$ cat src/hw/rtl/bhj_pkg.sv
// ----------------------------------------------------------------------------
// bhj_pkg
// Shared types and constants of the bucket hash join engine.
// ----------------------------------------------------------------------------
package bhj_pkg;

    // default number of table slots
    localparam int TABLE_DEPTH_DEF = 1024;

    localparam int KEY_W    = 32;
    localparam int RID_W    = 32;
    localparam int OP_W     = 2;
    localparam int STATUS_W = 3;
    localparam int FILL_W   = 11;

    // one table entry: {valid, key, rid}
    localparam int ENTRY_W = 1 + KEY_W + RID_W;

    // stream payload widths
    localparam int S_TDATA_W = KEY_W + RID_W;
    localparam int M_TDATA_W = RID_W + RID_W;

    // configuration register file
    localparam int PADDR_W   = 3;
    localparam int PDATA_W   = 32;
    localparam int REG_IDX_W = 1;
    localparam int RADIX_W   = 5;
    localparam int TBITS_W   = 4;

    localparam logic [RADIX_W-1:0] RADIX_BITS_RST = 5'd0;
    localparam logic [TBITS_W-1:0] TABLE_BITS_RST = 4'd10;
    localparam logic [FILL_W-1:0]  FILL_MAX       = 11'd2047;

    typedef enum logic [REG_IDX_W-1:0] {
        REG_RADIX_BITS = 1'b0,
        REG_TABLE_BITS = 1'b1
    } reg_idx_t;

    typedef enum logic [OP_W-1:0] {
        OP_BUILD = 2'd0,
        OP_PROBE = 2'd1,
        OP_CLEAR = 2'd2,
        OP_NOP   = 2'd3
    } op_t;

    typedef enum logic [STATUS_W-1:0] {
        STAT_INSERTED = 3'd0,
        STAT_FULL     = 3'd1,
        STAT_MATCH    = 3'd2,
        STAT_MISS     = 3'd3,
        STAT_CLEARED  = 3'd4
    } status_t;

    typedef struct packed {
        logic [RADIX_W-1:0] radix_bits;
        logic [TBITS_W-1:0] table_bits;
    } cfg_t;

endpackage

$ cat src/hw/rtl/bhj_cfg.sv
// ----------------------------------------------------------------------------
// bhj_cfg
// APB register file: radix_bits and table_bits.
// ----------------------------------------------------------------------------
module bhj_cfg (
    input  logic                        aclk,
    input  logic                        aresetn,
    input  logic                        psel,
    input  logic                        penable,
    input  logic                        pwrite,
    input  logic [bhj_pkg::PADDR_W-1:0] paddr,
    input  logic [bhj_pkg::PDATA_W-1:0] pwdata,
    output logic [bhj_pkg::PDATA_W-1:0] prdata,
    output logic                        pready,
    output bhj_pkg::cfg_t               cfg
);

    logic [bhj_pkg::RADIX_W-1:0] radix_bits_reg;
    logic [bhj_pkg::TBITS_W-1:0] table_bits_reg;
    bhj_pkg::reg_idx_t           idx;
    logic                        wr_en;

    // word addressed, byte offset ignored
    assign idx    = bhj_pkg::reg_idx_t'(paddr[bhj_pkg::PADDR_W-1:2]);
    assign wr_en  = psel && penable && pwrite && pready;
    assign pready = 1'b1;

    always_ff @(posedge aclk) begin
        if (!aresetn) begin
            radix_bits_reg <= bhj_pkg::RADIX_BITS_RST;
            table_bits_reg <= bhj_pkg::TABLE_BITS_RST;
        end else if (wr_en) begin
            case (idx)
                bhj_pkg::REG_RADIX_BITS: begin
                    radix_bits_reg <= pwdata[bhj_pkg::RADIX_W-1:0];
                end
                bhj_pkg::REG_TABLE_BITS: begin
                    table_bits_reg <= pwdata[bhj_pkg::TBITS_W-1:0];
                end
                default: begin
                end
            endcase
        end
    end

    always_comb begin
        case (idx)
            bhj_pkg::REG_RADIX_BITS: begin
                prdata = bhj_pkg::PDATA_W'(radix_bits_reg);
            end
            bhj_pkg::REG_TABLE_BITS: begin
                prdata = bhj_pkg::PDATA_W'(table_bits_reg);
            end
            default: begin
                prdata = '0;
            end
        endcase
    end

    assign cfg.radix_bits = radix_bits_reg;
    assign cfg.table_bits = table_bits_reg;

endmodule

$ cat config.mk
export PLATFORM = sky130hd
export DESIGN_NAME = bhj_cfg
export DESIGN_NICKNAME = d
export VERILOG_FILES = /design/src/hw/rtl/bhj_pkg.sv /design/src/hw/rtl/bhj_cfg.sv
export SDC_FILE = /design/constraint.sdc
export NUM_CORES = 1
export LEC_CHECK = 0
export ABC_CLOCK_PERIOD_IN_PS = 800
export BUFFER_PORTS_ARGS = -buffer_cell sky130_fd_sc_hd__buf_2
export CORE_UTILIZATION = 28
export CTS_BUF_LIST = sky130_fd_sc_hd__clkbuf_16
export DETAILED_ROUTE_END_ITERATION = 10
export PLACE_DENSITY = 0.73
export RECOVER_POWER = 50
export SLEW_MARGIN = 40
export SYNTH_ARGS = -nofsm -noshare
export SYNTH_HDL_FRONTEND = slang
export SYNTH_SLANG_ARGS = --single-unit
$ cat constraint.sdc
create_clock -name aclk -period 0.8 [get_ports aclk]
set_clock_uncertainty 0.05 [all_clocks]
set_input_delay 0.04 -clock aclk [delete_from_list [all_inputs] [get_ports aclk]]
set_output_delay 0.04 -clock aclk [all_outputs]
set_load 0.005 [all_outputs]
* Word-level counts from Yosys, hierarchy flattened
Cells that the tools add are included.
Storage, ports and cells: logic and storage cells 8, output and inout bits 42, register bits after elaboration 9, input bits 40
Operators by class: bitwise logic cells 1, reductions and logical operators 4, muxes and demuxes 1
Operators with widths (number):
- case mux 32 bit (2 select lines) | 1
- AND reduction 2 bit | 2
- logical AND 1 bit | 2
- NOT 1 bit | 1

* Longest topological paths before layout
depth after elaboration 3, mapped depth 3

* Worst setup path after synthesis
Ideal clock, no wire load.
path type input port to flip-flop, start in pwrite, end reg table_bits_reg[0] (netlist bit), slack 0.123 ns, library setup time 0.072 ns, arrival time 0.556 ns, required time 0.678 ns, stages 3, path through and4_2 -> clkbuf_2 -> mux2i_1
Between the ends: word-level cells in the longest chain between the ends 2
Ends and longest elaborated chain:
- start: declaration | RTL line bhj_cfg.sv:10 | input logic pwrite,
- logical AND 1 bit | RTL line bhj_cfg.sv:25 | assign wr_en = psel && penable && pwrite && pready;
- AND reduction 2 bit (no line)
- end signal: assignment | RTL line bhj_cfg.sv:31 | table_bits_reg <= bhj_pkg::TABLE_BITS_RST;
- end signal: assignment | RTL line bhj_cfg.sv:38 | table_bits_reg <= pwdata[bhj_pkg::TBITS_W-1:0];
- end: declaration | RTL line bhj_cfg.sv:19 | logic [bhj_pkg::TBITS_W-1:0] table_bits_reg;
Every way passes these cells. A chain may end at the register's enable or synchronous reset.

* Final worst setup path
start reg radix_bits_reg[3] (netlist bit), end out prdata[3] (netlist bit)
Between the ends: word-level cells in the longest chain between the ends 1
Ends and longest elaborated chain:
- start: declaration | RTL line bhj_cfg.sv:18 | logic [bhj_pkg::RADIX_W-1:0] radix_bits_reg;
- start signal: assignment | RTL line bhj_cfg.sv:30 | radix_bits_reg <= bhj_pkg::RADIX_BITS_RST;
- start signal: assignment | RTL line bhj_cfg.sv:35 | radix_bits_reg <= pwdata[bhj_pkg::RADIX_W-1:0];
- case mux 32 bit (2 select lines) | RTL line bhj_cfg.sv:47 | case (idx)
- end: declaration | RTL line bhj_cfg.sv:13 | output logic [bhj_pkg::PDATA_W-1:0] prdata,
Every way passes these cells. The select of a mux whose other input is x is not followed.

==> out/summary.txt <==
Status: finished, violations left
Failing checks: negative setup slack
Fill count: 221
Drc violations: 0
First-pass GRT wire length: 2190 µm
Crit end category: output pin
Hold Fails Final Rpt: 0
Final Max Tran Viols: 0
FP Rows: 17
Drt wl/cell: 10.3 µm
TritonCTS clock tree: built
CTS H-Tree Depth: 1
Vias in the first global route: 487
Die X: 50.3 µm
Max-Cap Viols: 0
CTS root buffer: clkbuf_16
Post-synthesis cell area: 652 µm²
Antenna Nets Post-Route: 0
DIE HEIGHT: 50.3 µm
Period utilization: 129%
GR peak layer: met2
GRT met1 Usage: 11.7%
CP Class: flop to output pin
Peak Freq: 966 MHz
Largest family of logic cells by synthesized area: buffers and inverters
Critical Path AT: 0.94 ns
Synth Area in Compound Gates: 0%
Clock sinks: 9
Multi-input gate area: 358 µm²
Hold crit path type: primary input to flop
RSZ-0062 raised after global routing: true
Startpoint Class: flop
Met3 usage: 4.55%
Pre-CTS setup slack: -0.0783 ns
Cell area after placement: 697 µm²
Die area: 2530 µm²
I/O Pins: 82
Final instance area: 1000 µm²
Leakage power: 0.500 nW
Post-synthesis simple-gate area fraction: 15.2%
Gr usage total: 12.3%
Crit path from: radix_bits_reg[3]
Worst Hold Slack: 0.00831 ns
Seq cells post-synth: 9
Hold Crit Endpoint: radix_bits_reg[1]
Worst Path Required: 0.71 ns
IO Port Bufs: 24
Min Tclk post-route: 1.03 ns
Met2 Use GR: 21.6%
Initial Util: 29.5%
Worst hold path cell count: 3
Number of DRC markers in iteration 0: 0
Area grow syn2layout: 53.4%
Max FFs per register: 5
Initial antenna violation count: 0
PD cells: 1570 nW/µm²
Nets: 153
Setup TNS: -1.63 ns
Crit-path max FO: 2
Total gr overflow: 0
1st-pass router iterations: 1
Placer Congestion: 0.703
Storage element area: 191 µm²
Max VDD drop: 1180 µV
Reg clk slew, reported paths: 0.04 ns
Seq/Total Area, Yosys: 27.6%
Unique cell type count in the Yosys netlist: 13
Hold Startpoint: pwdata[1]
Reg2reg start: radix_bits_reg[1]
Total clock buffers created by CTS: 3
Clk_lat worst skew: 0.24 ns
Cells after synthesis: 74
Post-Synth Adder-Cell Area: 0%
CORE AREA: 2210 µm²
Flop-to-flop setup slack: -0.02 ns
RR Endpoint: radix_bits_reg[1]
Xor-xnor portion of the synthesized cell area: 0%
Final worst setup slack: -0.235 ns
R2R depth: 4
Final WL: 1440 µm
Final core occ: 45.2%
Setup Viol. Count Final: 15
Syn Area/Cell: 8.81 µm²
Drt via density: 3.74
Mux contribution to synthesized area: 20.7%
HPWL Detailed: 971 µm
Via count: 523
Synth Warn #: 0
Share of cells above drive strength 1: 53.6%
Clock buffer depth: 2
Largest net degree at the start of global routing: 17
Antenna diodes: 0
==> stage by stage <==
stage,power (mW),cells
2_1_floorplan,0.657,100
3_3_place_gp,0.619,124
3_5_place_dp,0.625,124
4_1_cts,1.57,136
5_1_grt,1.65,140
6_report,1.57,140
==> area by class of cell <==
cell class                 instances  share of cell area, %
multi-input combinational         60                   35.8
timing repair buffer              39                   33.5
sequential                         9                   19.1
clock buffer                       3                   7.51
tap                               28                   3.50
clock inverter                     1                  0.501
==> per-layer routing <==
layer / vias to the layer above / share of wire (%)
met3: 3 / 8.6
met1: 232 / 38
met4: 0 / 2.1
met5: - / 0
met2: 34 / 51
li1: 254 / -
==> timing repair <==
action / 4_1_cts / 5_1_grt
buffers inserted: 7 / 5
hold buffers: 1 / 0
endpoints found under the setup margin: 7 / 13
pin swaps: 0 / 0
resized for setup: 24 / 12
hold endpoints to repair: 1 / 0
==> cells in the final DEF, fill, tap and decap left out <==
cell and instances:
nand2_1 9, mux2i_1 9, mux2_4 3, dfxtp_2 9, clkinv_2 1, and4_2 1
clkbuf_16 3, buf_4 4, and4b_1 1, and2b_2 1, dlygate4sd3_1 1, buf_6 20
nor2b_1 4, mux2_2 1, conb_1 28, buf_2 14, nand2_2 3
==> synthesized netlist by cell type <==
master / count / share of area (%)
and2b_2: 1 / 1.3
dfxtp_1: 9 / 28
clkbuf_2: 1 / 0.77
buf_6: 1 / 1.7
nor2b_1: 4 / 3.8
clkbuf_1: 1 / 0.58
conb_1: 2 / 1.2
and4_2: 1 / 1.5
buf_4: 28 / 32
mux2_2: 4 / 6.9
nand2_1: 12 / 6.9
and4b_1: 1 / 1.5
mux2i_1: 9 / 14
==> worst max-delay path: stages, from the launching register on <==
cell and delay, ns:
dfxtp_2 0.32, mux2_2 0.26, buf_2 0.13
==> cell families after synthesis <==
logic type / after synthesis
flops: 9
buf+inv: 31
mux: 13
simple gates: 19
other cells: 2
==> worst max-delay path by stage <==
stage / to / slack, ns / cells after the start
CTS: prdata[1] / -0.24 / 2
global placement: radix_bits_reg[0] / -0.05 / 4
finish: prdata[3] / -0.23 / 2
floorplan: table_bits_reg[0] / 0.12 / 3
global route: prdata[1] / -0.26 / 2
detailed placement: radix_bits_reg[2] / -0.08 / 4
==> report_power, final <==
group	leakage (nW)	total [mW]	internal, mW	switching, mW
combinational	0.384	0.206	0.109	0.0973
clock	0.0409	0.892	0.660	0.232
sequential	0.0754	0.470	0.463	0.00730
Note: power is estimated with default switching activity, not from simulation.
