**config.mk**
```make
export PLATFORM = sky130hd
export DESIGN_NAME = bhj_ram
export DESIGN_NICKNAME = d
export VERILOG_FILES = /design/src/hw/rtl/bhj_ram.sv
export SDC_FILE = /design/constraint.sdc
export NUM_CORES = 1
export LEC_CHECK = 0
export ABC_AREA = 1
export BUFFER_PORTS_ARGS = -buffer_cell sky130_fd_sc_hd__buf_2
export CORE_MARGIN = 5
export CORE_UTILIZATION = 61
export DETAILED_ROUTE_END_ITERATION = 16
export PLACE_DENSITY = 0.81
export SLEW_MARGIN = 15
export SYNTH_ARGS = -nofsm -noshare
export SYNTH_HDL_FRONTEND = slang
export SYNTH_SLANG_ARGS = --single-unit
```
**constraint.sdc**
```tcl
create_clock -name aclk -period 1.2 [get_ports aclk]
set_input_delay 0.06 -clock aclk [delete_from_list [all_inputs] [get_ports aclk]]
set_output_delay 0.06 -clock aclk [all_outputs]
set_load 0.03 [all_outputs]
```
**src/hw/rtl/bhj_ram.sv**
```systemverilog
// ----------------------------------------------------------------------------
// bhj_ram
// Generic simple dual-port RAM, one write port, one registered read port.
// ----------------------------------------------------------------------------
module bhj_ram #(
    parameter int WIDTH = 8,
    parameter int DEPTH = 16
) (
    input  logic                     aclk,
    input  logic                     we,
    input  logic [$clog2(DEPTH)-1:0] waddr,
    input  logic [WIDTH-1:0]         wdata,
    input  logic [$clog2(DEPTH)-1:0] raddr,
    output logic [WIDTH-1:0]         rdata
);

    logic [WIDTH-1:0] mem [DEPTH];
    logic [WIDTH-1:0] rdata_reg;

    always_ff @(posedge aclk) begin
        if (we) begin
            mem[waddr] <= wdata;
        end
        rdata_reg <= mem[raddr];
    end

    assign rdata = rdata_reg;

endmodule

```
Word-level counts from Yosys, hierarchy flattened
Memory sizes are Yosys's and may differ from the RTL's. A register that Yosys moved wholly into a read port is not among the register bits.
Cells that the tools add are included.
{"block": "word_totals", "mem_count": 1, "out_inout_bits": 8, "elab_cells": 3, "ram_bits": 128, "inputBits": 18, "ff_bits": 0}
{"name": "mem", "depth": 16, "width": 8, "rd": 1, "rd_clocked_by_memory_dff": 1, "wr": 1, "line": "17", "source": "logic [WIDTH-1:0] mem [DEPTH];"}
{"block": "op_classes", "muxes": 2}
{"cell": "1-bit 2-to-1 mux", "count": 2}

Longest topological paths before layout
Gate-level depths: netlist (run 1).
{"block": "depth", "ltp_word": 2, "depth_mapped": 8, "ltp_nobuf": 7}

Worst setup path before layout (run 1)
Ideal clock, no wire load.
{"block": "synth_timing", "kind": "input -> register", "from": "in waddr[2]", "to": "mem mem[10][0], enable pin", "arrival_ps": 641, "cell_stages": 2, "n_path_buf": 0, "path_slack_ps": 189, "path_cell_list": "nand3b_1 -> nor2_1"}
{"element": "start: declaration", "line": "11", "source": "input logic [$clog2(DEPTH)-1:0] waddr,"}
{"element": "end: declaration", "line": "17"}
Straight into the memory's write port.

Worst setup path after layout (run 1)
{"block": "layout_timing", "from": "reg rdata_reg[1], in the netlist rdata[1] (read register of mem)", "to": "out rdata[1]"}
{"element": "start: declaration", "line": "18", "source": "logic [WIDTH-1:0] rdata_reg;"}
{"element": "end: declaration", "line": "14", "source": "output logic [WIDTH-1:0] rdata"}
No word-level cell between the ends.

==> results.txt, run 1 <==
Slowest cell on crit path: dfxtp_1
core area: 9240 sq um
CP Data Required Time: 1.14 ns
largest net degree at the start of global routing: 65
GRT Total Usage: 25.36%
vias per std cell: 5.447
PwrDens: 1628 nW/um^2
Worst VDD drop: 0.001452 V
top cell type's share of synthesized area: 66.65%
post-synthesis sequential area ratio: 69.43%
IO buf count: 25
Reg power frac: 48.4%
Worst-Margin Slew: 0.3918 ns
Distinct cells, synth: 12
Starting Density: 62.41%
clock buffer depth: 2
Hold Vio Cnt, Final: 0
Die Span X: 107.2 um
area grow syn2layout: 17.62%
Remaining Overflow, GRT: 0
Clk Latency, worst-skew pair: 0.52 ns
DRC Markers: 0
Final Power: 0.01104 W
cell taking the most area after synthesis: edfxtp_1
crit path kind: flop to output port
total clock sinks: 136
vias in the first global route: 4026
#FFs+latches synth: 136
Pint: 0.008503 W
CP arrival: 1.02 ns
antenna violations before repair: 0
Routed WL: 13330 um
Worst Path Buf+Inv: 1
slowest cell delay on critical path: 0.31 ns
drt first pass iters: 5
final weighted congestion in routability-driven placement: 0.8366
status: complete, no violations
Worst setup EP type: output port
max reg flops: 128
drt initial violations: 482
placement row count: 35
combinational fraction of design power: 6.9%
Synthesized Nets: 569
syn avg cell area: 10.47 sq um
H-tree lvl count: 4
crit path launch type: flop
FMAX: 928.7 MHz
Clock power frac: 44.7%
total of max-cap violations: 0
Switch Pwr: 0.002539 W
setup repair after global routing missed its margin: false
crit-path leading delay family: flip-flops
HPWL Detailed: 7578 um
Post-DRT Antenna Nets: 0
Max-Slew Margin vs Limit: 73.88%
CTS tree: built
reported leakage power: 2.964 nW
Max Slew Vio Count: 0
antenna diode count: 0
Mapped Cells: 551
global-route wire length before repair: 21270 um
Max FO, Critical Path: 1
Die Ht: 107.2 um
DIE AREA: 11500 sq um
Final Critical Period: 1.077 ns
FILL cells: 574
Worst-path clk slew: 0.06 ns
Final period util: 89.73%
cts bufs inserted: 17
Synth Cell Area: 5767 sq um
switching share of power: 23.00%
# setup viols final: 0
CP Cell Sequence: buf_2
root buffer cell: clkbuf_8
via count: 4069
Top-Level Pins: 26
largest cells by area after synthesis: edfxtp_1, nand2_1, nand3_1
share of cells above drive strength 1: 13.27%
setup TNS: 0 ns
fin nets: 623
Max Clock Skew: 0.01127 ns
Hold WC Path Type: primary input to flop
post-DR wirelength/cell: 17.84 um
Ys Warns: 0
[cells by family after synthesis]
kind of cell / after synthesis / share of synthesized area [%]
flip-flops: 136 / 69.43
buffers and inverters: 126 / 9.525
AND/OR/NAND/NOR: 289 / 21.05
[layout by cell type (no fill, tap or decap)]
master / instances
edfxtp_1: 128
inv_2: 2
dfxtp_1: 8
nor2_1: 17
buf_2: 25
clkbuf_16: 16
clkinv_2: 3
nand2_1: 173
nand3b_1: 2
clkbuf_8: 1
buf_4: 20
bufinv_16: 2
inv_6: 3
buf_12: 4
clkinv_4: 1
inv_1: 100
nand3_1: 97
dlygate4sd3_1: 10
clkbuf_1: 1
clkinvlp_4: 5
[power by group through the flow]
stage          Clock (W)  Sequential (W)  Combinational [W]
6_report         0.00494         0.00534           0.000762
5_1_grt          0.00523         0.00535           0.000828
4_1_cts          0.00495         0.00534           0.000752
3_5_place_dp           0         0.00544           0.000712
3_3_place_gp           0         0.00543           0.000690
2_1_floorplan          0         0.00550           0.000375
[Yosys cell counts (all sizes together)]
| cell | number |
|---|---|
| nand3 | 97 |
| nor2 | 17 |
| buf | 24 |
| nand2 | 173 |
| nand3b | 2 |
| inv | 102 |
| dfxtp | 8 |
| edfxtp | 128 |
[area by class of cell]
cell class | instances | area (sq um) | share of cell area, %
inverter | 102 | 382.9 | 5.645
clock buffer | 18 | 417.9 | 6.161
tap | 129 | 161.4 | 2.380
clock inverter | 14 | 147.6 | 2.177
timing repair buffer | 59 | 455.4 | 6.715
multi-input combinational | 289 | 1214 | 17.89
sequential | 136 | 4004 | 59.03
[timing repair]
item | in CTS | in global routing
resized for setup | 0 | 0
hold buffers | 10 | 0
endpoints found under the hold margin | 136 | 0
setup buffers | 0 | 0
[routing by layer]
layer | wire, um | vias up | GRT usage, %
met2 | 6696 | 239 | 41.87
met1 | 4910 | 1912 | 31.97
met4 | 396 | 0 | 11.14
li1 | - | 1882 | -
met5 | 0 | - | 0
met3 | 1326 | 36 | 6.081
[through the flow]
| stage | instances | util, % | instance area (sq um) | worst slack [ns] | hold slack (ns) |
|---|---|---|---|---|---|
| final | 747 | 73.41 | 6783 | 0.1232 | 0.1663 |
| after global routing | 747 | 73.41 | 6783 | 0.06778 | 0.1787 |
| after CTS | 747 | 73.41 | 6783 | 0.1018 | 0.1489 |
| after detailed placement | 705 | 66.20 | 6117 | 0.05226 | 0.4231 |
| after global placement | 705 | 66.20 | 6117 | 0.1168 | 0.4224 |
| after floorplan | 551 | - | 5767 | 0.1892 | 0.1589 |
[final timing paths]
kind	endpoint	startpoint	slack (ns)	cells past startpoint
setup / recovery	rdata[1]	rdata[1]$_DFF_P_	0.12	1
hold / removal	mem[2][6]$_DFFE_PP_	we	0.17	4
setup reg to reg	rdata[1]$_DFF_P_	mem[11][1]$_DFFE_PP_	0.14	6
hold reg to reg	rdata[7]$_DFF_P_	mem[15][7]$_DFFE_PP_	0.68	6
(Power assumes the default switching activity.)
==> inputs of run 2 (changes only) <==
--- a/config.mk
+++ b/config.mk
@@ -5,12 +5,11 @@
 export SDC_FILE = /design/constraint.sdc
 export NUM_CORES = 1
 export LEC_CHECK = 0
-export ABC_AREA = 1
 export BUFFER_PORTS_ARGS = -buffer_cell sky130_fd_sc_hd__buf_2
 export CORE_MARGIN = 5
-export CORE_UTILIZATION = 61
+export CORE_UTILIZATION = 60
 export DETAILED_ROUTE_END_ITERATION = 16
-export PLACE_DENSITY = 0.81
+export PLACE_DENSITY = 0.8
 export SLEW_MARGIN = 15
 export SYNTH_ARGS = -nofsm -noshare
 export SYNTH_HDL_FRONTEND = slang
==> results.txt, run 2 <==
status: complete, but fails checks (was complete, no violations)
failing checks: negative setup slack
total of max-cap violations: 0 (unchanged)
reported leakage power: 2.139 nW (was 2.964 nW)
# setup viols final: 8 (was 0)
H-tree lvl count: 4 (unchanged)
drt first pass iters: 7 (was 5)
Final Critical Period: 1.331 ns (was 1.077 ns)
Slowest cell on crit path: mux4_2 (was dfxtp_1)
final weighted congestion in routability-driven placement: 0.7695 (was 0.8366)
fin nets: 317 (was 623)
root buffer cell: clkbuf_8 (unchanged)
cts bufs inserted: 17 (unchanged)
Distinct cells, synth: 19 (was 12)
DR WL met2: 5358 um (was 6696 um)
drt initial violations: 278 (was 482)
Max Slew Vio Count: 0 (unchanged)
ys async rst share: 0% (unchanged)
Max FO, Critical Path: 1 (unchanged)
CP Data Required Time: 1.59 ns (was 1.14 ns)
HPWL Detailed: 6029 um (was 7578 um)
antenna diode count: 0 (unchanged)
GRT Total Usage: 23.43% (was 25.36%)
Hold Vio Cnt, Final: 0 (unchanged)
Reg area: 4004 sq um (unchanged)
crit-path leading delay family: multiplexers (was flip-flops)
Synthesized Nets: 247 (was 569)
Starting Density: 62.02% (was 62.41%)
Routed met1 length: 4315 um (was 4910 um)
most used standard cell by instance count after synthesis: edfxtp_1 (was nand2_1)
cell taking the most area after synthesis: edfxtp_1 (unchanged)
global-route wire length before repair: 16930 um (was 21270 um)
CTS tree: built (unchanged)
crit path launch type: flop (unchanged)
Max Clock Skew: 0.007107 ns (was 0.01127 ns)
core area: 8299 sq um (was 9240 sq um)
Max-Slew Margin vs Limit: 39.04% (was 73.88%)
PwrDens: 1804 nW/um^2 (was 1628 nW/um^2)
largest net degree at the start of global routing: 19 (was 65)
slowest cell delay on critical path: 0.52 ns (was 0.31 ns)
FMAX: 751.6 MHz (was 928.7 MHz)
setup repair after global routing missed its margin: true (was false)
top routing layer in use: met4 (unchanged)
crit path kind: flop to flop (was flop to output port)
multi-input logic area: 1082 sq um (was 1214 sq um)
total clock sinks: 136 (unchanged)
FILL cells: 427 (was 574)
vias per std cell: 6.398 (was 5.447)
Post-DRT Antenna Nets: 0 (unchanged)
CP arrival: 1.72 ns (was 1.02 ns)
Mapped Cells: 229 (was 551)
Worst-path clk slew: 0.06 ns (about the same)
Routed WL: 10760 um (was 13330 um)
most frequent cells in the layout: edfxtp_1, mux4_2, buf_2 (was nand2_1, edfxtp_1, inv_1)
clock buffer depth: 2 (unchanged)
via count: 2668 (was 4069)
Die Ht: 102.6 um (was 107.2 um)
Worst VDD drop: 0.001266 V (was 0.001452 V)
Ys Warns: 0 (unchanged)
placement row count: 33 (was 35)
Worst Path Buf+Inv: 0 (was 1)
setup TNS: -0.7023 ns (was 0 ns)
largest cells by area after synthesis: edfxtp_1, mux4_2, mux4_1 (was edfxtp_1, nand2_1, nand3_1)
syn avg cell area: 22.48 sq um (was 10.47 sq um)
IO buf count: 25 (unchanged)
Worst-Margin Slew: 0.9111 ns (was 0.3918 ns)
post-DR wirelength/cell: 25.80 um (was 17.84 um)
vias in the first global route: 2794 (was 4026)
Hold WC Path Type: primary input to flop (unchanged)
Final Power: 0.01136 W (was 0.01104 W)
Post-synth EDFFs: 128 (unchanged)
DRC Markers: 0 (unchanged)
antenna violations before repair: 0 (unchanged)
commonest non-fill, non-tap cell in the layout: edfxtp_1 (was nand2_1)
met3 wire length: 924 um (was 1326 um)
post-synthesis sequential area ratio: 77.78% (was 69.43%)
Die Span X: 102.6 um (was 107.2 um)
post-route cell area: 6300 sq um (was 6783 sq um)
max reg flops: 128 (unchanged)
Worst setup EP type: flop (was output port)
Clk Latency, worst-skew pair: 0.52 ns (about the same)
CP Cell Sequence: mux4_2, a22oi_2, nand2_1 (was buf_2)
Synth Cell Area: 5147 sq um (was 5767 sq um)
Primary FF master, synth: edfxtp_1 (unchanged)
#FFs+latches synth: 136 (unchanged)
area grow syn2layout: 22.39% (was 17.62%)
Cell Area, Placed: 5593 sq um (was 6117 sq um)
synth cell count leaders: edfxtp_1, mux4_2, a22oi_1 (was nand2_1, edfxtp_1, inv_1)
fin worst setup slack: -0.1306 ns (was 0.1232 ns)
Final period util: 110.9% (was 89.73%)
share of cells above drive strength 1: 41.03% (was 13.27%)
top cell type's share of synthesized area: 74.67% (was 66.65%)
Remaining Overflow, GRT: 0 (unchanged)
DIE AREA: 10530 sq um (was 11500 sq um)
Top-Level Pins: 26 (unchanged)
[run 2: cell types whose count changed in the layout (fill, tap and decap cells not counted), moves of 4 or more]
cell and delta:
mux4_2 +30, inv_1 -100, nor2_1 -4, a22oi_2 +11
nand3_1 -96, a22oi_1 +5, buf_4 +4, nand2_1 -164
[run 2: worst paths after layout]
| path | from | end | slack, ns | cells past startpoint |
|---|---|---|---|---|
| hold reg to reg | mem[11][1]$_DFFE_PP_ | rdata[1]$_DFF_P_ | 0.69 | 3 |
| setup reg to reg | mem[3][5]$_DFFE_PP_ | rdata[5]$_DFF_P_ | -0.13 | 3 |
| hold / removal | raddr[1] | rdata[7]$_DFF_P_ | 0.09 | 4 |
| setup / recovery | mem[3][5]$_DFFE_PP_ | rdata[5]$_DFF_P_ | -0.13 | 3 |
[run 2: layer usage]
metal	global-route usage [%]	up-vias
li1	-	1099
met1	33.12	1373
met2	36.20	180
met3	5.954	16
met4	8.375	0
met5	0	-
[run 2: cells by family (layout without fill, tap and decap cells)]
group / after synthesis / after routing / share of synthesized area [%]
AOI/OAI and AO/OA: 16 / 16 / 2.334
buffers and inverters: 10 / 93 / 1.677
DFF: 136 / 136 / 77.78
muxes: 32 / 32 / 15.02
and+or+nand+nor: 35 / 35 / 3.184
[run 2: where the power goes]
part | internal [W] | switching, W
logic | 0.000271 | 0.000375
registers | 0.00531 | 0.0000371
clock network | 0.00340 | 0.00197
[run 2: worst register-to-register path, delay by kind of cell, from the launching register on]
family,cells,cell delay (ns)
mux,1,0.52
compound gates,1,0.20
simple gates,1,0.10
flops,1,0.40
[run 2: through the flow]
stage	hold slack, ns	setup WS, ns	util, %	cells
2_1_floorplan	0.1589	-0.1261	-	229
3_3_place_gp	0.4294	-0.2966	67.39	377
3_5_place_dp	0.4488	-0.3105	67.39	377
4_1_cts	0.07566	-0.1400	75.92	417
5_1_grt	0.08695	-0.1538	75.91	417
6_report	0.08564	-0.1306	75.91	417
[run 2: area by class of cell]
cell class,count,share of cell area [%]
Clock buffer,19,6.693
Sequential cell,136,63.56
Multi-Input combinational cell,83,17.18
Timing Repair Buffer,61,7.388
Clock inverter,13,3.098
Tap cell,105,2.085
[run 2: timing repair]
item | in CTS | in global routing
buffers inserted | 0 | 0
cloned | 0 | 0
endpoints found under the setup margin | 8 | 8
gates resized for setup | 18 | 5
hold buffers | 8 | 0
pin swaps | 12 | 5
endpoints found under the hold margin | 128 | 0
==> inputs of run 3 (changes only) <==
--- a/config.mk
+++ b/config.mk
@@ -7,9 +7,9 @@
 export LEC_CHECK = 0
 export BUFFER_PORTS_ARGS = -buffer_cell sky130_fd_sc_hd__buf_2
 export CORE_MARGIN = 5
-export CORE_UTILIZATION = 60
+export CORE_UTILIZATION = 58
 export DETAILED_ROUTE_END_ITERATION = 16
-export PLACE_DENSITY = 0.8
+export PLACE_DENSITY = 0.78
 export SLEW_MARGIN = 15
 export SYNTH_ARGS = -nofsm -noshare
 export SYNTH_HDL_FRONTEND = slang
==> results.txt, run 3 (same netlist as run 2, synthesis figures left out) <==
commonest non-fill, non-tap cell in the layout: edfxtp_1 (unchanged)
Die Span X: 104.2 um (was 102.6 um)
Slowest cell on crit path: mux4_2 (unchanged)
FILL cells: 521 (was 427)
crit-path leading delay family: multiplexers (unchanged)
vias in the first global route: 2676 (was 2794)
crit path kind: flop to flop (unchanged)
Worst-path clk slew: 0.06 ns (about the same)
Reg area: 4004 sq um (unchanged)
root buffer cell: clkbuf_8 (unchanged)
reported leakage power: 2.073 nW (was 2.139 nW)
clock buffer depth: 2 (unchanged)
PwrDens: 1707 nW/um^2 (was 1804 nW/um^2)
H-tree lvl count: 4 (unchanged)
Hold WC Path Type: primary input to flop (unchanged)
Remaining Overflow, GRT: 0 (unchanged)
max reg flops: 128 (unchanged)
Setup WS pre-CTS: -0.2406 ns (was -0.3105 ns)
Worst-Margin Slew: 0.9165 ns (was 0.9111 ns)
# setup viols final: 7 (was 8)
Clk Latency, worst-skew pair: 0.52 ns (about the same)
core area: 8678 sq um (was 8299 sq um)
Final Critical Period: 1.323 ns (was 1.331 ns)
GRT Total Usage: 19.90% (was 23.43%)
fin worst setup slack: -0.1228 ns (was -0.1306 ns)
total clock sinks: 136 (unchanged)
HPWL Detailed: 5963 um (was 6029 um)
most frequent cells in the layout: edfxtp_1, mux4_2, buf_2 (unchanged)
cts bufs inserted: 17 (unchanged)
post-DR wirelength/cell: 24.51 um (was 25.80 um)
DIE AREA: 10860 sq um (was 10530 sq um)
area grow syn2layout: 19.62% (was 22.39%)
CP Cell Sequence: mux4_2, a22oi_2, nand2_1 (unchanged)
IO buf count: 25 (unchanged)
CP Data Required Time: 1.60 ns (was 1.59 ns)
status: complete, but fails checks (unchanged)
largest net degree at the start of global routing: 19 (unchanged)
Routed WL: 10170 um (was 10760 um)
global-route wire length before repair: 15670 um (was 16930 um)
slowest cell delay on critical path: 0.53 ns (was 0.52 ns)
Post-DRT Antenna Nets: 0 (unchanged)
Final period util: 110.2% (was 110.9%)
final weighted congestion in routability-driven placement: 0.7361 (was 0.7695)
Worst Path Buf+Inv: 0 (unchanged)
CP arrival: 1.72 ns (about the same)
drt initial violations: 154 (was 278)
drt first pass iters: 5 (was 7)
Starting Density: 59.31% (was 62.02%)
Top-Level Pins: 26 (unchanged)
vias per std cell: 6.236 (was 6.398)
failing checks: negative setup slack (unchanged)
crit path launch type: flop (unchanged)
Die Ht: 104.2 um (was 102.6 um)
setup repair after global routing missed its margin: true (unchanged)
placement row count: 34 (was 33)
Max Slew Vio Count: 0 (unchanged)
via count: 2588 (was 2668)
antenna violations before repair: 0 (unchanged)
Worst setup EP type: flop (unchanged)
antenna diode count: 0 (unchanged)
multi-input logic area: 1071 sq um (was 1082 sq um)
Max-Slew Margin vs Limit: 38.77% (was 39.04%)
total of max-cap violations: 0 (unchanged)
FMAX: 756.0 MHz (was 751.6 MHz)
post-CTS setup buffers: 0 (unchanged)
share of cells above drive strength 1: 36.81% (was 41.03%)
Max Clock Skew: 0.009604 ns (was 0.007107 ns)
fin nets: 312 (was 317)
CTS tree: built (unchanged)
Hold Vio Cnt, Final: 0 (unchanged)
Hold Slack: 0.08173 ns (was 0.08564 ns)
Max FO, Critical Path: 1 (unchanged)
Worst VDD drop: 0.001069 V (was 0.001266 V)
DRC Markers: 0 (unchanged)
[run 3: changes by cell type in the layout (fill, tap and decap cells not counted), moves of 4 or more]
cell and change:
buf_4 -5, clkbuf_8 +4, clkbuf_1 +6, bufinv_16 -4
[run 3: cell type report]
class                      instances  share of cell area (%)
timing repair buffer              56                   6.950
clock buffer                      29                   8.108
multi-input combinational         83                   17.39
tap                              108                   2.195
sequential                       136                   65.03
clock inverter                     3                  0.3251
[run 3: layer usage]
metal  track usage, %  part of all wire (%)
met5                0                     0
met4            7.493                   1.9
met3            5.959                   8.0
met2            31.56                    51
met1            26.28                    39
[run 3: repair_timing]
item,4_1_cts,5_1_grt
endpoints found under the hold margin,128,0
hold buffers,8,0
pin swaps,11,3
gates resized for setup,15,4
setup endpoints to repair,8,8
[run 3: final timing paths]
path	startpoint	end	slack (ns)	depth (start not counted)
worst min-delay path	raddr[1]	rdata[7]$_DFF_P_	0.08	4
worst max-delay path	mem[2][5]$_DFFE_PP_	rdata[5]$_DFF_P_	-0.12	3
worst max register to register	mem[2][5]$_DFFE_PP_	rdata[5]$_DFF_P_	-0.12	3
worst min register to register	mem[14][2]$_DFFE_PP_	rdata[2]$_DFF_P_	0.68	3
[run 3: worst register-to-register path, cell delays in order (launching register included)]
cell and delay [ns]:
edfxtp_1 0.41, mux4_2 0.53, a22oi_2 0.21, nand2_1 0.06
[run 3: where the power goes]
part	leakage (nW)	switching, W	internal, W	total, W
Combinational	0.603	0.000351	0.000261	0.000613
Sequential	1.22	0.0000386	0.00531	0.00535
Clock	0.247	0.00179	0.00276	0.00455
Total	2.07	0.00218	0.00833	0.0105
[run 3: through the flow]
stage,instances,utilization (%),setup TNS (ns),cell area (sq um),power [W]
detailed placement,375,64.06,-4.734,5559,0.006007
global placement,375,64.06,-4.147,5559,0.005990
CTS,415,71.02,-0.5597,6163,0.01053
global route,415,70.95,-0.8906,6157,0.01083
finish,415,70.95,-0.5292,6157,0.01051
floorplan,229,-,-3.903,5170,0.005770
