`src/hw/rtl/bhj_pkg.sv`:
```
// ----------------------------------------------------------------------------
// bhj_pkg
// Shared types and constants of the bucket hash join engine.
// ----------------------------------------------------------------------------
package bhj_pkg;

    // default number of table slots
    localparam int TABLE_DEPTH_DEF = 1024;

    localparam int KEY_W    = 32;
    localparam int RID_W    = 32;
    localparam int OP_W     = 2;
    localparam int STATUS_W = 3;
    localparam int FILL_W   = 11;

    // one table entry: {valid, key, rid}
    localparam int ENTRY_W = 1 + KEY_W + RID_W;

    // stream payload widths
    localparam int S_TDATA_W = KEY_W + RID_W;
    localparam int M_TDATA_W = RID_W + RID_W;

    // configuration register file
    localparam int PADDR_W   = 3;
    localparam int PDATA_W   = 32;
    localparam int REG_IDX_W = 1;
    localparam int RADIX_W   = 5;
    localparam int TBITS_W   = 4;

    localparam logic [RADIX_W-1:0] RADIX_BITS_RST = 5'd0;
    localparam logic [TBITS_W-1:0] TABLE_BITS_RST = 4'd10;
    localparam logic [FILL_W-1:0]  FILL_MAX       = 11'd2047;

    typedef enum logic [REG_IDX_W-1:0] {
        REG_RADIX_BITS = 1'b0,
        REG_TABLE_BITS = 1'b1
    } reg_idx_t;

    typedef enum logic [OP_W-1:0] {
        OP_BUILD = 2'd0,
        OP_PROBE = 2'd1,
        OP_CLEAR = 2'd2,
        OP_NOP   = 2'd3
    } op_t;

    typedef enum logic [STATUS_W-1:0] {
        STAT_INSERTED = 3'd0,
        STAT_FULL     = 3'd1,
        STAT_MATCH    = 3'd2,
        STAT_MISS     = 3'd3,
        STAT_CLEARED  = 3'd4
    } status_t;

    typedef struct packed {
        logic [RADIX_W-1:0] radix_bits;
        logic [TBITS_W-1:0] table_bits;
    } cfg_t;

endpackage

```
`src/hw/rtl/bhj_ctrl.sv`:
```
// ----------------------------------------------------------------------------
// bhj_ctrl
// Probe sequencer: walks the slot table through the RAM, one slot per cycle,
// sweeps it clear at reset and on a clear item, and holds the result register.
// ----------------------------------------------------------------------------
module bhj_ctrl #(
    parameter int TABLE_DEPTH = bhj_pkg::TABLE_DEPTH_DEF
) (
    input  logic                              aclk,
    input  logic                              aresetn,
    input  bhj_pkg::cfg_t                     cfg,
    // input item
    input  logic                              in_valid,
    output logic                              in_ready,
    input  logic [bhj_pkg::OP_W-1:0]          in_op,
    input  logic [bhj_pkg::KEY_W-1:0]         in_key,
    input  logic [bhj_pkg::RID_W-1:0]         in_rid,
    // result item
    output logic                              out_valid,
    input  logic                              out_ready,
    output logic [bhj_pkg::STATUS_W-1:0]      out_status,
    output logic [bhj_pkg::RID_W-1:0]         out_r_rid,
    output logic [bhj_pkg::RID_W-1:0]         out_s_rid,
    // slot RAM
    output logic                              mem_we,
    output logic [$clog2(TABLE_DEPTH)-1:0]    mem_waddr,
    output logic [bhj_pkg::ENTRY_W-1:0]       mem_wdata,
    output logic [$clog2(TABLE_DEPTH)-1:0]    mem_raddr,
    input  logic [bhj_pkg::ENTRY_W-1:0]       mem_rdata
);

    localparam int AW        = $clog2(TABLE_DEPTH);
    localparam int DEPTH_LOG = $clog2(TABLE_DEPTH + 1) - 1;  // log2 of largest pow2 in depth
    localparam int LGW       = $clog2(DEPTH_LOG + 1);
    localparam int CW        = DEPTH_LOG + 1;
    localparam logic [AW-1:0] LAST_SLOT = AW'(TABLE_DEPTH - 1);

    typedef enum logic [2:0] {
        S_INIT,
        S_IDLE,
        S_SEARCH,
        S_CLEAR,
        S_REPLY
    } state_t;

    state_t                         state_reg, state_next;
    logic [bhj_pkg::OP_W-1:0]       op_reg, op_next;
    logic [bhj_pkg::KEY_W-1:0]      key_reg, key_next;
    logic [bhj_pkg::RID_W-1:0]      rid_reg, rid_next;
    logic [AW-1:0]                  pos_reg, pos_next;
    logic [CW-1:0]                  n_reg, n_next;
    logic [LGW-1:0]                 lg_reg, lg_next;
    logic [AW-1:0]                  sweep_reg, sweep_next;
    logic [bhj_pkg::FILL_W-1:0]     fill_reg, fill_next;
    logic                           out_valid_reg, out_valid_next;
    logic [bhj_pkg::STATUS_W-1:0]   out_status_reg, out_status_next;
    logic [bhj_pkg::RID_W-1:0]      out_r_reg, out_r_next;
    logic [bhj_pkg::RID_W-1:0]      out_s_reg, out_s_next;

    logic [LGW-1:0]                 lg_cfg;
    logic [AW-1:0]                  mask_cfg, mask_reg;
    logic [bhj_pkg::KEY_W-1:0]      key_shifted;
    logic [AW-1:0]                  home_pos;
    logic [AW-1:0]                  pos_inc;
    logic [CW-1:0]                  size_reg;
    logic                           last_slot;
    logic                           out_free;
    logic                           rd_valid;
    logic [bhj_pkg::KEY_W-1:0]      rd_key;
    logic [bhj_pkg::RID_W-1:0]      rd_rid;
    logic                           done;
    logic                           do_insert;
    bhj_pkg::status_t               done_status;
    logic [bhj_pkg::RID_W-1:0]      done_r;
    logic [bhj_pkg::RID_W-1:0]      done_s;

    // slots in use: 2^table_bits, capped at the largest power of two in the RAM
    assign lg_cfg = ({1'b0, cfg.table_bits} > 5'(DEPTH_LOG)) ? LGW'(DEPTH_LOG)
                                                             : LGW'(cfg.table_bits);
    assign mask_cfg    = ~({AW{1'b1}} << lg_cfg);
    assign mask_reg    = ~({AW{1'b1}} << lg_reg);
    assign size_reg    = CW'(1) << lg_reg;
    assign key_shifted = in_key >> cfg.radix_bits;
    assign home_pos    = key_shifted[AW-1:0] & mask_cfg;
    assign pos_inc     = (pos_reg + AW'(1)) & mask_reg;
    assign last_slot   = (n_reg + CW'(1)) == size_reg;
    assign out_free    = !out_valid_reg || out_ready;

    assign rd_valid = mem_rdata[bhj_pkg::ENTRY_W-1];
    assign rd_key   = mem_rdata[bhj_pkg::KEY_W+bhj_pkg::RID_W-1:bhj_pkg::RID_W];
    assign rd_rid   = mem_rdata[bhj_pkg::RID_W-1:0];

    // decision on the slot whose data is back from the RAM
    always_comb begin
        done        = 1'b0;
        do_insert   = 1'b0;
        done_status = bhj_pkg::STAT_MISS;
        done_r      = '0;
        done_s      = '0;
        if (op_reg == bhj_pkg::OP_BUILD) begin
            if (!rd_valid) begin
                done        = 1'b1;
                do_insert   = 1'b1;
                done_status = bhj_pkg::STAT_INSERTED;
            end else if (last_slot) begin
                done        = 1'b1;
                done_status = bhj_pkg::STAT_FULL;
            end
        end else begin
            if (!rd_valid) begin
                done = 1'b1;
            end else if (rd_key == key_reg) begin
                done        = 1'b1;
                done_status = bhj_pkg::STAT_MATCH;
                done_r      = rd_rid;
                done_s      = rid_reg;
            end else if (last_slot) begin
                done = 1'b1;
            end
        end
    end

    always_comb begin
        state_next      = state_reg;
        op_next         = op_reg;
        key_next        = key_reg;
        rid_next        = rid_reg;
        pos_next        = pos_reg;
        n_next          = n_reg;
        lg_next         = lg_reg;
        sweep_next      = sweep_reg;
        fill_next       = fill_reg;
        out_valid_next  = out_valid_reg && !out_ready;
        out_status_next = out_status_reg;
        out_r_next      = out_r_reg;
        out_s_next      = out_s_reg;
        in_ready        = 1'b0;
        mem_we          = 1'b0;
        mem_waddr       = pos_reg;
        mem_wdata       = '0;
        mem_raddr       = pos_reg;

        case (state_reg)
            S_INIT: begin
                mem_we    = 1'b1;
                mem_waddr = sweep_reg;
                if (sweep_reg == LAST_SLOT) begin
                    state_next = S_IDLE;
                end else begin
                    sweep_next = sweep_reg + AW'(1);
                end
            end
            S_IDLE: begin
                in_ready  = 1'b1;
                mem_raddr = home_pos;
                if (in_valid) begin
                    op_next    = in_op;
                    key_next   = in_key;
                    rid_next   = in_rid;
                    pos_next   = home_pos;
                    n_next     = '0;
                    lg_next    = lg_cfg;
                    sweep_next = '0;
                    case (in_op)
                        bhj_pkg::OP_BUILD, bhj_pkg::OP_PROBE: begin
                            state_next = S_SEARCH;
                        end
                        bhj_pkg::OP_CLEAR: begin
                            state_next = S_CLEAR;
                        end
                        default: begin
                            state_next = S_REPLY;
                        end
                    endcase
                end
            end
            S_SEARCH: begin
                if (!done) begin
                    // fetch the next slot while this one is checked
                    mem_raddr = pos_inc;
                    pos_next  = pos_inc;
                    n_next    = n_reg + CW'(1);
                end else if (out_free) begin
                    out_valid_next  = 1'b1;
                    out_status_next = done_status;
                    out_r_next      = done_r;
                    out_s_next      = done_s;
                    state_next      = S_IDLE;
                    if (do_insert) begin
                        mem_we    = 1'b1;
                        mem_wdata = {1'b1, key_reg, rid_reg};
                        if (fill_reg != bhj_pkg::FILL_MAX) begin
                            fill_next = fill_reg + bhj_pkg::FILL_W'(1);
                        end
                    end
                end
                // stalled on a full result register: re-read to hold the data
            end
            S_CLEAR: begin
                mem_we    = 1'b1;
                mem_waddr = sweep_reg;
                if (sweep_reg != LAST_SLOT) begin
                    sweep_next = sweep_reg + AW'(1);
                end else if (out_free) begin
                    out_valid_next  = 1'b1;
                    out_status_next = bhj_pkg::STAT_CLEARED;
                    out_r_next      = '0;
                    out_s_next      = '0;
                    fill_next       = '0;
                    state_next      = S_IDLE;
                end
            end
            S_REPLY: begin
                if (out_free) begin
                    out_valid_next  = 1'b1;
                    out_status_next = bhj_pkg::STAT_MISS;
                    out_r_next      = '0;
                    out_s_next      = '0;
                    state_next      = S_IDLE;
                end
            end
            default: begin
                state_next = S_INIT;
            end
        endcase
    end

    always_ff @(posedge aclk) begin
        if (!aresetn) begin
            state_reg     <= S_INIT;
            sweep_reg     <= '0;
            fill_reg      <= '0;
            out_valid_reg <= 1'b0;
        end else begin
            state_reg     <= state_next;
            sweep_reg     <= sweep_next;
            fill_reg      <= fill_next;
            out_valid_reg <= out_valid_next;
        end
        op_reg         <= op_next;
        key_reg        <= key_next;
        rid_reg        <= rid_next;
        pos_reg        <= pos_next;
        n_reg          <= n_next;
        lg_reg         <= lg_next;
        out_status_reg <= out_status_next;
        out_r_reg      <= out_r_next;
        out_s_reg      <= out_s_next;
    end

    assign out_valid  = out_valid_reg;
    assign out_status = out_status_reg;
    assign out_r_rid  = out_r_reg;
    assign out_s_rid  = out_s_reg;

endmodule

```
`config.mk`:
```
export PLATFORM = sky130hd
export DESIGN_NAME = bhj_ctrl
export DESIGN_NICKNAME = d
export VERILOG_FILES = /design/src/hw/rtl/bhj_pkg.sv /design/src/hw/rtl/bhj_ctrl.sv
export SDC_FILE = /design/constraint.sdc
export NUM_CORES = 1
export LEC_CHECK = 0
export CAP_MARGIN = 30
export CORE_MARGIN = 2
export CORE_UTILIZATION = 45
export CTS_CLUSTER_SIZE = 40
export DETAILED_ROUTE_END_ITERATION = 10
export DONT_BUFFER_PORTS = 1
export HOLD_SLACK_MARGIN = 0.02
export PLACE_DENSITY = 0.66
export SLEW_MARGIN = 10
export SYNTH_ARGS = -nofsm -noshare
export SYNTH_HDL_FRONTEND = slang
export SYNTH_SLANG_ARGS = --single-unit
```
`constraint.sdc`:
```
create_clock -name aclk -period 8.3 [get_ports aclk]
set_input_delay 0.83 -clock aclk [delete_from_list [all_inputs] [get_ports aclk]]
set_output_delay 0.83 -clock aclk [all_outputs]
set_load 0.005 [all_outputs]
```
After elaboration in Yosys (flattened, before gate mapping)

Index checks and enable logic that the tools add are counted.

Register bits: 172
Input bits: 144
Output and inout port bits: 155
Word-level logic and storage cells: 130

Add/subtract/negate cells: 3
Order comparisons: 1
Eq/ne operators: 20
Shift operators: 4
Multiplexer cells: 67
Bitwise operators: 4
Reductions and logical operators: 19

Operators with widths:

| cell                                                                 | count |
|---|---|
| 32-bit 2-to-1 mux                                                    | 14 |
| 65-bit 2-to-1 mux                                                    | 4 |
| 32-bit case mux with 3 select lines                                  | 2 |
| 10-bit 2-to-1 mux                                                    | 6 |
| 10-bit case mux with 2 select lines                                  | 2 |
| 3-bit 2-to-1 mux                                                     | 11 |
| 32-bit equality test                                                 | 1 |
| 32-bit by 5-bit >> shifter with 10-bit output                        | 1 |
| 10-bit case mux with 3 select lines                                  | 1 |
| 11-bit 2-to-1 mux                                                    | 2 |
| 11-bit case mux with 2 select lines                                  | 1 |
| 10-bit by 1-bit adder with 10-bit output (second input constant)     | 2 |
| 10-bit AND                                                           | 2 |
| 2-bit != test (second input constant)                                | 10 |
| 10-bit NOT                                                           | 2 |
| 10-bit by 4-bit left shift with 10-bit output (first input constant) | 2 |
| 1-bit 2-to-1 mux                                                     | 16 |
| 3-bit case mux with 5 select lines                                   | 1 |
| 4-bit AND reduction                                                  | 3 |
| 11-bit by 1-bit adder with 11-bit output (second input constant)     | 1 |
| 11-bit equality test                                                 | 1 |
| 1-bit by 4-bit left shift with 11-bit output (first input constant)  | 1 |
| 10-bit equality test (second input constant)                         | 1 |
| 10-bit != test (second input constant)                               | 1 |
| 23 further kinds                                                     | 30 |

Logic depth before layout (Yosys ltp)

Word-level depth: 8
Gate-level depth with buffers: 11
Depth with buffers taken out: 9

Worst setup path before layout

No wires, ideal clock.

Kind: reg2reg
Start: register n_reg[0]
End: register out_r_reg, in the netlist out_r_rid[0] (enable)
Setup time: 0.524 ns
Arrival time: 5.859 ns
Required time: 7.776 ns
Path slack: 1.917 ns
Cell stages (with the launch flop): 11
Buffers on the path: 1
Clock period less this slack: 6.383 ns
Cells stage by stage: edfxtp_1 -> ha_1 -> nand4_2 -> or3_4 -> a211oi_2 -> o21ai_1 -> a2111oi_4 -> or2_4 -> buf_6 -> nand2_2 -> a31oi_1

Word-level cells in the longest chain between the ends: 8
Elaborated cells between the ends (all ways): 9
Those cells by class: 1 x add/sub; 2 x eq/ne; 5 x mux; 1 x reduce/logical

RTL lines:

| item                                         | RTL line                         | RTL |
|---|---|---|
| start: declaration                           | bhj_ctrl.sv:51                   | `logic [CW-1:0] n_reg, n_next;` |
| start signal: assignment                     | bhj_ctrl.sv:244                  | `n_reg <= n_next;` |
| 11-bit by 1-bit adder with 11-bit output (*) | bhj_ctrl.sv:86                   | `assign last_slot = (n_reg + CW'(1)) == size_reg;` |
| 11-bit equality test (*)                     | bhj_ctrl.sv:86                   |  |
| 1-bit 2-to-1 mux (*)                         | bhj_ctrl.sv:105, bhj_ctrl.sv:117 |  |
| 1-bit 2-to-1 mux                             | bhj_ctrl.sv:112                  | `end else if (rd_key == key_reg) begin` |
| 1-bit 2-to-1 mux                             | bhj_ctrl.sv:110                  | `if (!rd_valid) begin` |
| 1-bit 2-to-1 mux (*)                         | bhj_ctrl.sv:100                  | `if (op_reg == bhj_pkg::OP_BUILD) begin` |
| 2-bit != test (no line) (*)                  | -                                |  |
| 4-bit AND reduction (no line) (*)            | -                                |  |
| end signal: assignment                       | bhj_ctrl.sv:247                  | `out_r_reg <= out_r_next;` |
| end: declaration                             | bhj_ctrl.sv:57                   | `logic [bhj_pkg::RID_W-1:0] out_r_reg, out_r_next;` |

Mark *: on every way between the ends. The rest lies on a longest branch, timed or not.
A chain may end at the register's enable or synchronous reset.

Worst setup path after layout

Start: register n_reg[0]
End: output mem_raddr[7]

Word-level cells in the longest chain between the ends: 8
Elaborated cells between the ends (all ways): 9
Those cells by class: 1 x add/sub; 1 x eq/ne; 7 x mux

RTL lines:

| item                                         | RTL line                         | RTL |
|---|---|---|
| 11-bit by 1-bit adder with 11-bit output (*) | bhj_ctrl.sv:86                   |  |
| 11-bit equality test (*)                     | bhj_ctrl.sv:86                   |  |
| 1-bit 2-to-1 mux (*)                         | bhj_ctrl.sv:105, bhj_ctrl.sv:117 |  |
| 1-bit 2-to-1 mux                             | bhj_ctrl.sv:112                  |  |
| 1-bit 2-to-1 mux                             | bhj_ctrl.sv:110                  |  |
| 1-bit 2-to-1 mux (*)                         | bhj_ctrl.sv:100                  |  |
| 10-bit 2-to-1 mux (*)                        | bhj_ctrl.sv:178                  | `if (!done) begin` |
| 10-bit case mux with 2 select lines (*)      | bhj_ctrl.sv:143                  | `case (state_reg)` |
| end: declaration                             | bhj_ctrl.sv:28                   | `output logic [$clog2(TABLE_DEPTH)-1:0] mem_raddr,` |

Marked as above.

==> qor.log <==
[yosys] number of nets in the synthesized netlist 990
[sta] min setup slack post-route 4.01 ns
[floorplan] area enclosed by the die boundary 0.0228 mm²
[sta] final worst clock skew 0.0137 ns
[job] Maximum Capacitance Violations 0
[sta] Setup violations, final 0
[clocking] maximum clock path buffer count 2
[hold_path] worst min path class in -> reg
[yosys] Cell variety after synth 72
[placement] pre-CTS setup slack 4.38 ns
[placement] final estimated routing congestion in global placement 0.942
[power_and_ir_drop] peak ir drop on the vdd network 0.103 mV
[hold_path] cell depth of the worst min-delay path 0
[setup_path] Reg2Reg Setup Slack 4.47 ns
[sta] final number of hold-violating endpoints 0
[setup_path] length in cells of the worst reg-to-reg path 9
[clocking] hold_buf cts 0
[setup_path] Reg2Reg Capture Point out_r_rid[7]
[layout] share of cells above drive strength 1 0.124
[route] vias 6623
[grt] number of global-route vias before repair 6301
[floorplan] core area 0.0212 mm²
[setup_path] crit path max fanout 8
[route] DRC errors left 0
[sta] worst slew margin relative to its limit 0.412
[power_and_ir_drop] Pleak 3.52 nW
[hold_path] Hold EP rid_reg[18]
[grt] met3 global-route usage 0.0762
[clocking] clock-pin transition on the worst setup and hold timing paths 0.08 ns
[grt] met1 demand-to-capacity share in global routing 0.264
[grt] initial antenna violation count 1
[hold_path] source of the worst hold timing path in_rid[18]
[floorplan] starting utilization of the core area 0.460
[power_and_ir_drop] pwr dens 177 mW/mm²
[clocking] count of clock tree sinks 172
[grt] first-pass GRT wire length 37600 µm
[grt] grt total ovfl 0
[yosys] async set-or-reset flop fraction in the synthesized netlist 0
[grt] largest net degree at the start of global routing 65
[sta] Final Cycle Share 0.517
[route] final WL 25500 µm
[setup_path] Crit Reg-Reg Startpoint lg_reg[2]
[grt] met2 Usage GRT 0.373
[sta] Sum Neg Setup Slack 0 ns
[setup_path] critical path type reg -> out
[clocking] number of H-tree levels 4
[route] DRC violation total after the first TritonRoute iteration 456
[yosys] warnings from Yosys 0
[route] detailed-router iteration count before antenna repair 7
[clocking] TritonCTS clock tree built
[clocking] insertion delay of the later-clocked pin in the worst-skew pair 0.43 ns
[clocking] post-cts sizing count 0
[setup_path] kind of start point of the critical path register
[sta] max-slew violation count 0
[yosys] predominant post-synthesis flop cell sky130_fd_sc_hd__edfxtp_1
[status] result of the run complete, no violations
[layout] synth-to-layout area growth 8.68%
[grt] GRT Max-Usage Layer met2
[clocking] # Post-CTS Setup Buffers 0
[setup_path] required time at the worst-slack endpoint 7.47 ns
[setup_path] Worst EP arrival 3.46 ns
[sta] final critical delay including setup and external delays 4.29 ns
[placement] count of buffers inserted at the top-level ports 0
[route] routed len/inst 23.1 µm
[yosys] average instance area after synthesis 11.6 µm²
[yosys] #FFs+latches synth 172
[layout] Sequential Area 0.00502 mm²
[floorplan] Die Ht 151 µm
[yosys] sequential area share after synthesis 0.516
[setup_path] category of the worst setup path capture point output pin
[yosys] synthesized instance count 843
[sta] setup repair after global routing missed its margin no
[layout] layout net count 962
[route] Final ANT Viol Nets 0
[power_and_ir_drop] PnR Total Power 1.87 mW
[sta] maximum clock frequency 0.233 GHz
[clocking] clock root buffer master sky130_fd_sc_hd__clkbuf_16
[clocking] total clock buffers created by CTS 17
[yosys] Post-synth EDFFs 158
[layout] number of fillers in the final layout 1820
[layout] area of the multi-input gates 0.00444 mm²
[floorplan] Die X-Extent 151 µm
[floorplan] I/O pin cnt 299
[yosys] summed instance area of the synthesized netlist 0.00974 mm²
[grt] GR Util All Layers 0.221
[placement] half-perimeter wire length of the detailed placement result 19500 µm
[route] mean number of vias per cell 6.00
[sta] Worst Tran Pin Value 0.881 ns
[floorplan] row count 53
==> metrics by stage <==
step	cells	instance area [µm²]	hold WS, ns	utilization
finish	1104	10600	0.486	0.500
floorplan	843	9740	0.467	-
global route	1104	10600	0.461	0.500
detailed placement	1071	9950	0.495	0.470
CTS	1103	10600	0.471	0.500
global placement	1068	9900	0.484	0.468
==> cell usage after synthesis (8+ instances only) <==
library cell	n	area (µm²)
sky130_fd_sc_hd__mux2i_1	23	230
sky130_fd_sc_hd__nor2b_1	10	62.6
sky130_fd_sc_hd__inv_1	11	41.3
sky130_fd_sc_hd__xnor2_1	17	149
sky130_fd_sc_hd__buf_2	8	40.0
sky130_fd_sc_hd__nor3_1	16	80.1
sky130_fd_sc_hd__and2_1	136	851
sky130_fd_sc_hd__a21oi_1	21	105
sky130_fd_sc_hd__o211ai_1	14	105
sky130_fd_sc_hd__nand3_1	29	145
sky130_fd_sc_hd__a211oi_1	8	60.1
sky130_fd_sc_hd__a22oi_1	9	67.6
sky130_fd_sc_hd__o21ai_0	25	125
sky130_fd_sc_hd__mux2_2	13	146
sky130_fd_sc_hd__xor2_1	28	245
sky130_fd_sc_hd__nor4_1	12	75.1
sky130_fd_sc_hd__nand2_1	40	150
sky130_fd_sc_hd__nor2_1	55	206
sky130_fd_sc_hd__mux4_2	29	653
sky130_fd_sc_hd__nand4_1	10	62.6
sky130_fd_sc_hd__edfxtp_1	158	4740
sky130_fd_sc_hd__a31oi_1	8	50.1
sky130_fd_sc_hd__clkbuf_1	38	143
sky130_fd_sc_hd__nand2b_1	9	56.3
sky130_fd_sc_hd__and3_1	8	50.1
sky130_fd_sc_hd__dfxtp_1	14	280
==> logic make-up after synthesis <==
kind of cell	count (synthesis)	share of synthesized area
AND/OR/NAND/NOR	369	0.217
flip-flops	172	0.516
AO/OA/AOI/OAI	118	0.0825
buffers and inverters	69	0.0303
multiplexers	65	0.106
XOR/XNOR	47	0.0451
adder cells (fa/ha/maj)	3	0.00385
==> layout make-up <==
type | instances | share of cell area
flip-flops and latches | 172 | 0.475
multi-input cells | 602 | 0.420
clock buffers | 17 | 0.0402
well taps | 275 | 0.0325
clock inverters | 15 | 0.0199
repair buffers | 9 | 0.00827
inverters | 13 | 0.00461
diodes | 1 | 0.000236
==> how the worst max path moves through the flow <==
stage	start	end	slack [ns]	cells after the start
finish	n_reg[0]	mem_raddr[7]	4.01	9
CTS	n_reg[0]	mem_raddr[7]	3.97	9
global route	n_reg[0]	mem_raddr[0]	3.70	9
floorplan	n_reg[0]	out_r_rid[0]	1.92	10
global placement	n_reg[0]	mem_raddr[7]	4.44	9
detailed placement	mem_rdata[49]	out_r_rid[2]	4.38	9
==> per-layer routing <==
metal	wire length [µm]	vias up
met5	0	-
met4	568	0
met3	2500	35
met2	12600	301
met1	9890	3203
li1	-	3084
==> report_power, final <==
group          internal, mW  total, mW  switching, mW
clock                 0.443      0.834          0.392
combinational        0.0541     0.0979         0.0437
sequential            0.940      0.942        0.00193
total                  1.44       1.87          0.437
==> placed cells by master (no fill, tap or decap), types with 8 or more instances in the layout <==
cell type / n
sky130_fd_sc_hd__nor4_1: 12
sky130_fd_sc_hd__and3_1: 8
sky130_fd_sc_hd__a22oi_1: 9
sky130_fd_sc_hd__nor2_1: 54
sky130_fd_sc_hd__dfxtp_1: 14
sky130_fd_sc_hd__nand4_1: 10
sky130_fd_sc_hd__mux2_2: 13
sky130_fd_sc_hd__nor2b_1: 10
sky130_fd_sc_hd__a21oi_1: 21
sky130_fd_sc_hd__xnor2_1: 17
sky130_fd_sc_hd__clkbuf_16: 17
sky130_fd_sc_hd__o211ai_1: 14
sky130_fd_sc_hd__nand2b_1: 9
sky130_fd_sc_hd__nand3_1: 29
sky130_fd_sc_hd__nand2_1: 40
sky130_fd_sc_hd__mux4_2: 29
sky130_fd_sc_hd__edfxtp_1: 158
sky130_fd_sc_hd__nor3_1: 16
sky130_fd_sc_hd__buf_4: 8
sky130_fd_sc_hd__a211oi_1: 8
sky130_fd_sc_hd__and2_1: 136
sky130_fd_sc_hd__mux2i_1: 23
sky130_fd_sc_hd__xor2_1: 28
sky130_fd_sc_hd__inv_1: 10
sky130_fd_sc_hd__o21ai_0: 24
==> worst max-delay path, stage by stage, from the launching register on <==
cell                        delay, ns
sky130_fd_sc_hd__edfxtp_1        0.46
sky130_fd_sc_hd__ha_1            0.35
sky130_fd_sc_hd__nand4_2         0.19
sky130_fd_sc_hd__nor3b_1         0.47
sky130_fd_sc_hd__o22ai_1         0.15
sky130_fd_sc_hd__a311oi_2        0.37
sky130_fd_sc_hd__a2111oi_4       0.09
sky130_fd_sc_hd__nor2_2          0.40
sky130_fd_sc_hd__a22oi_1         0.16
sky130_fd_sc_hd__o221ai_1        0.40
(Power assumes the default switching activity.)
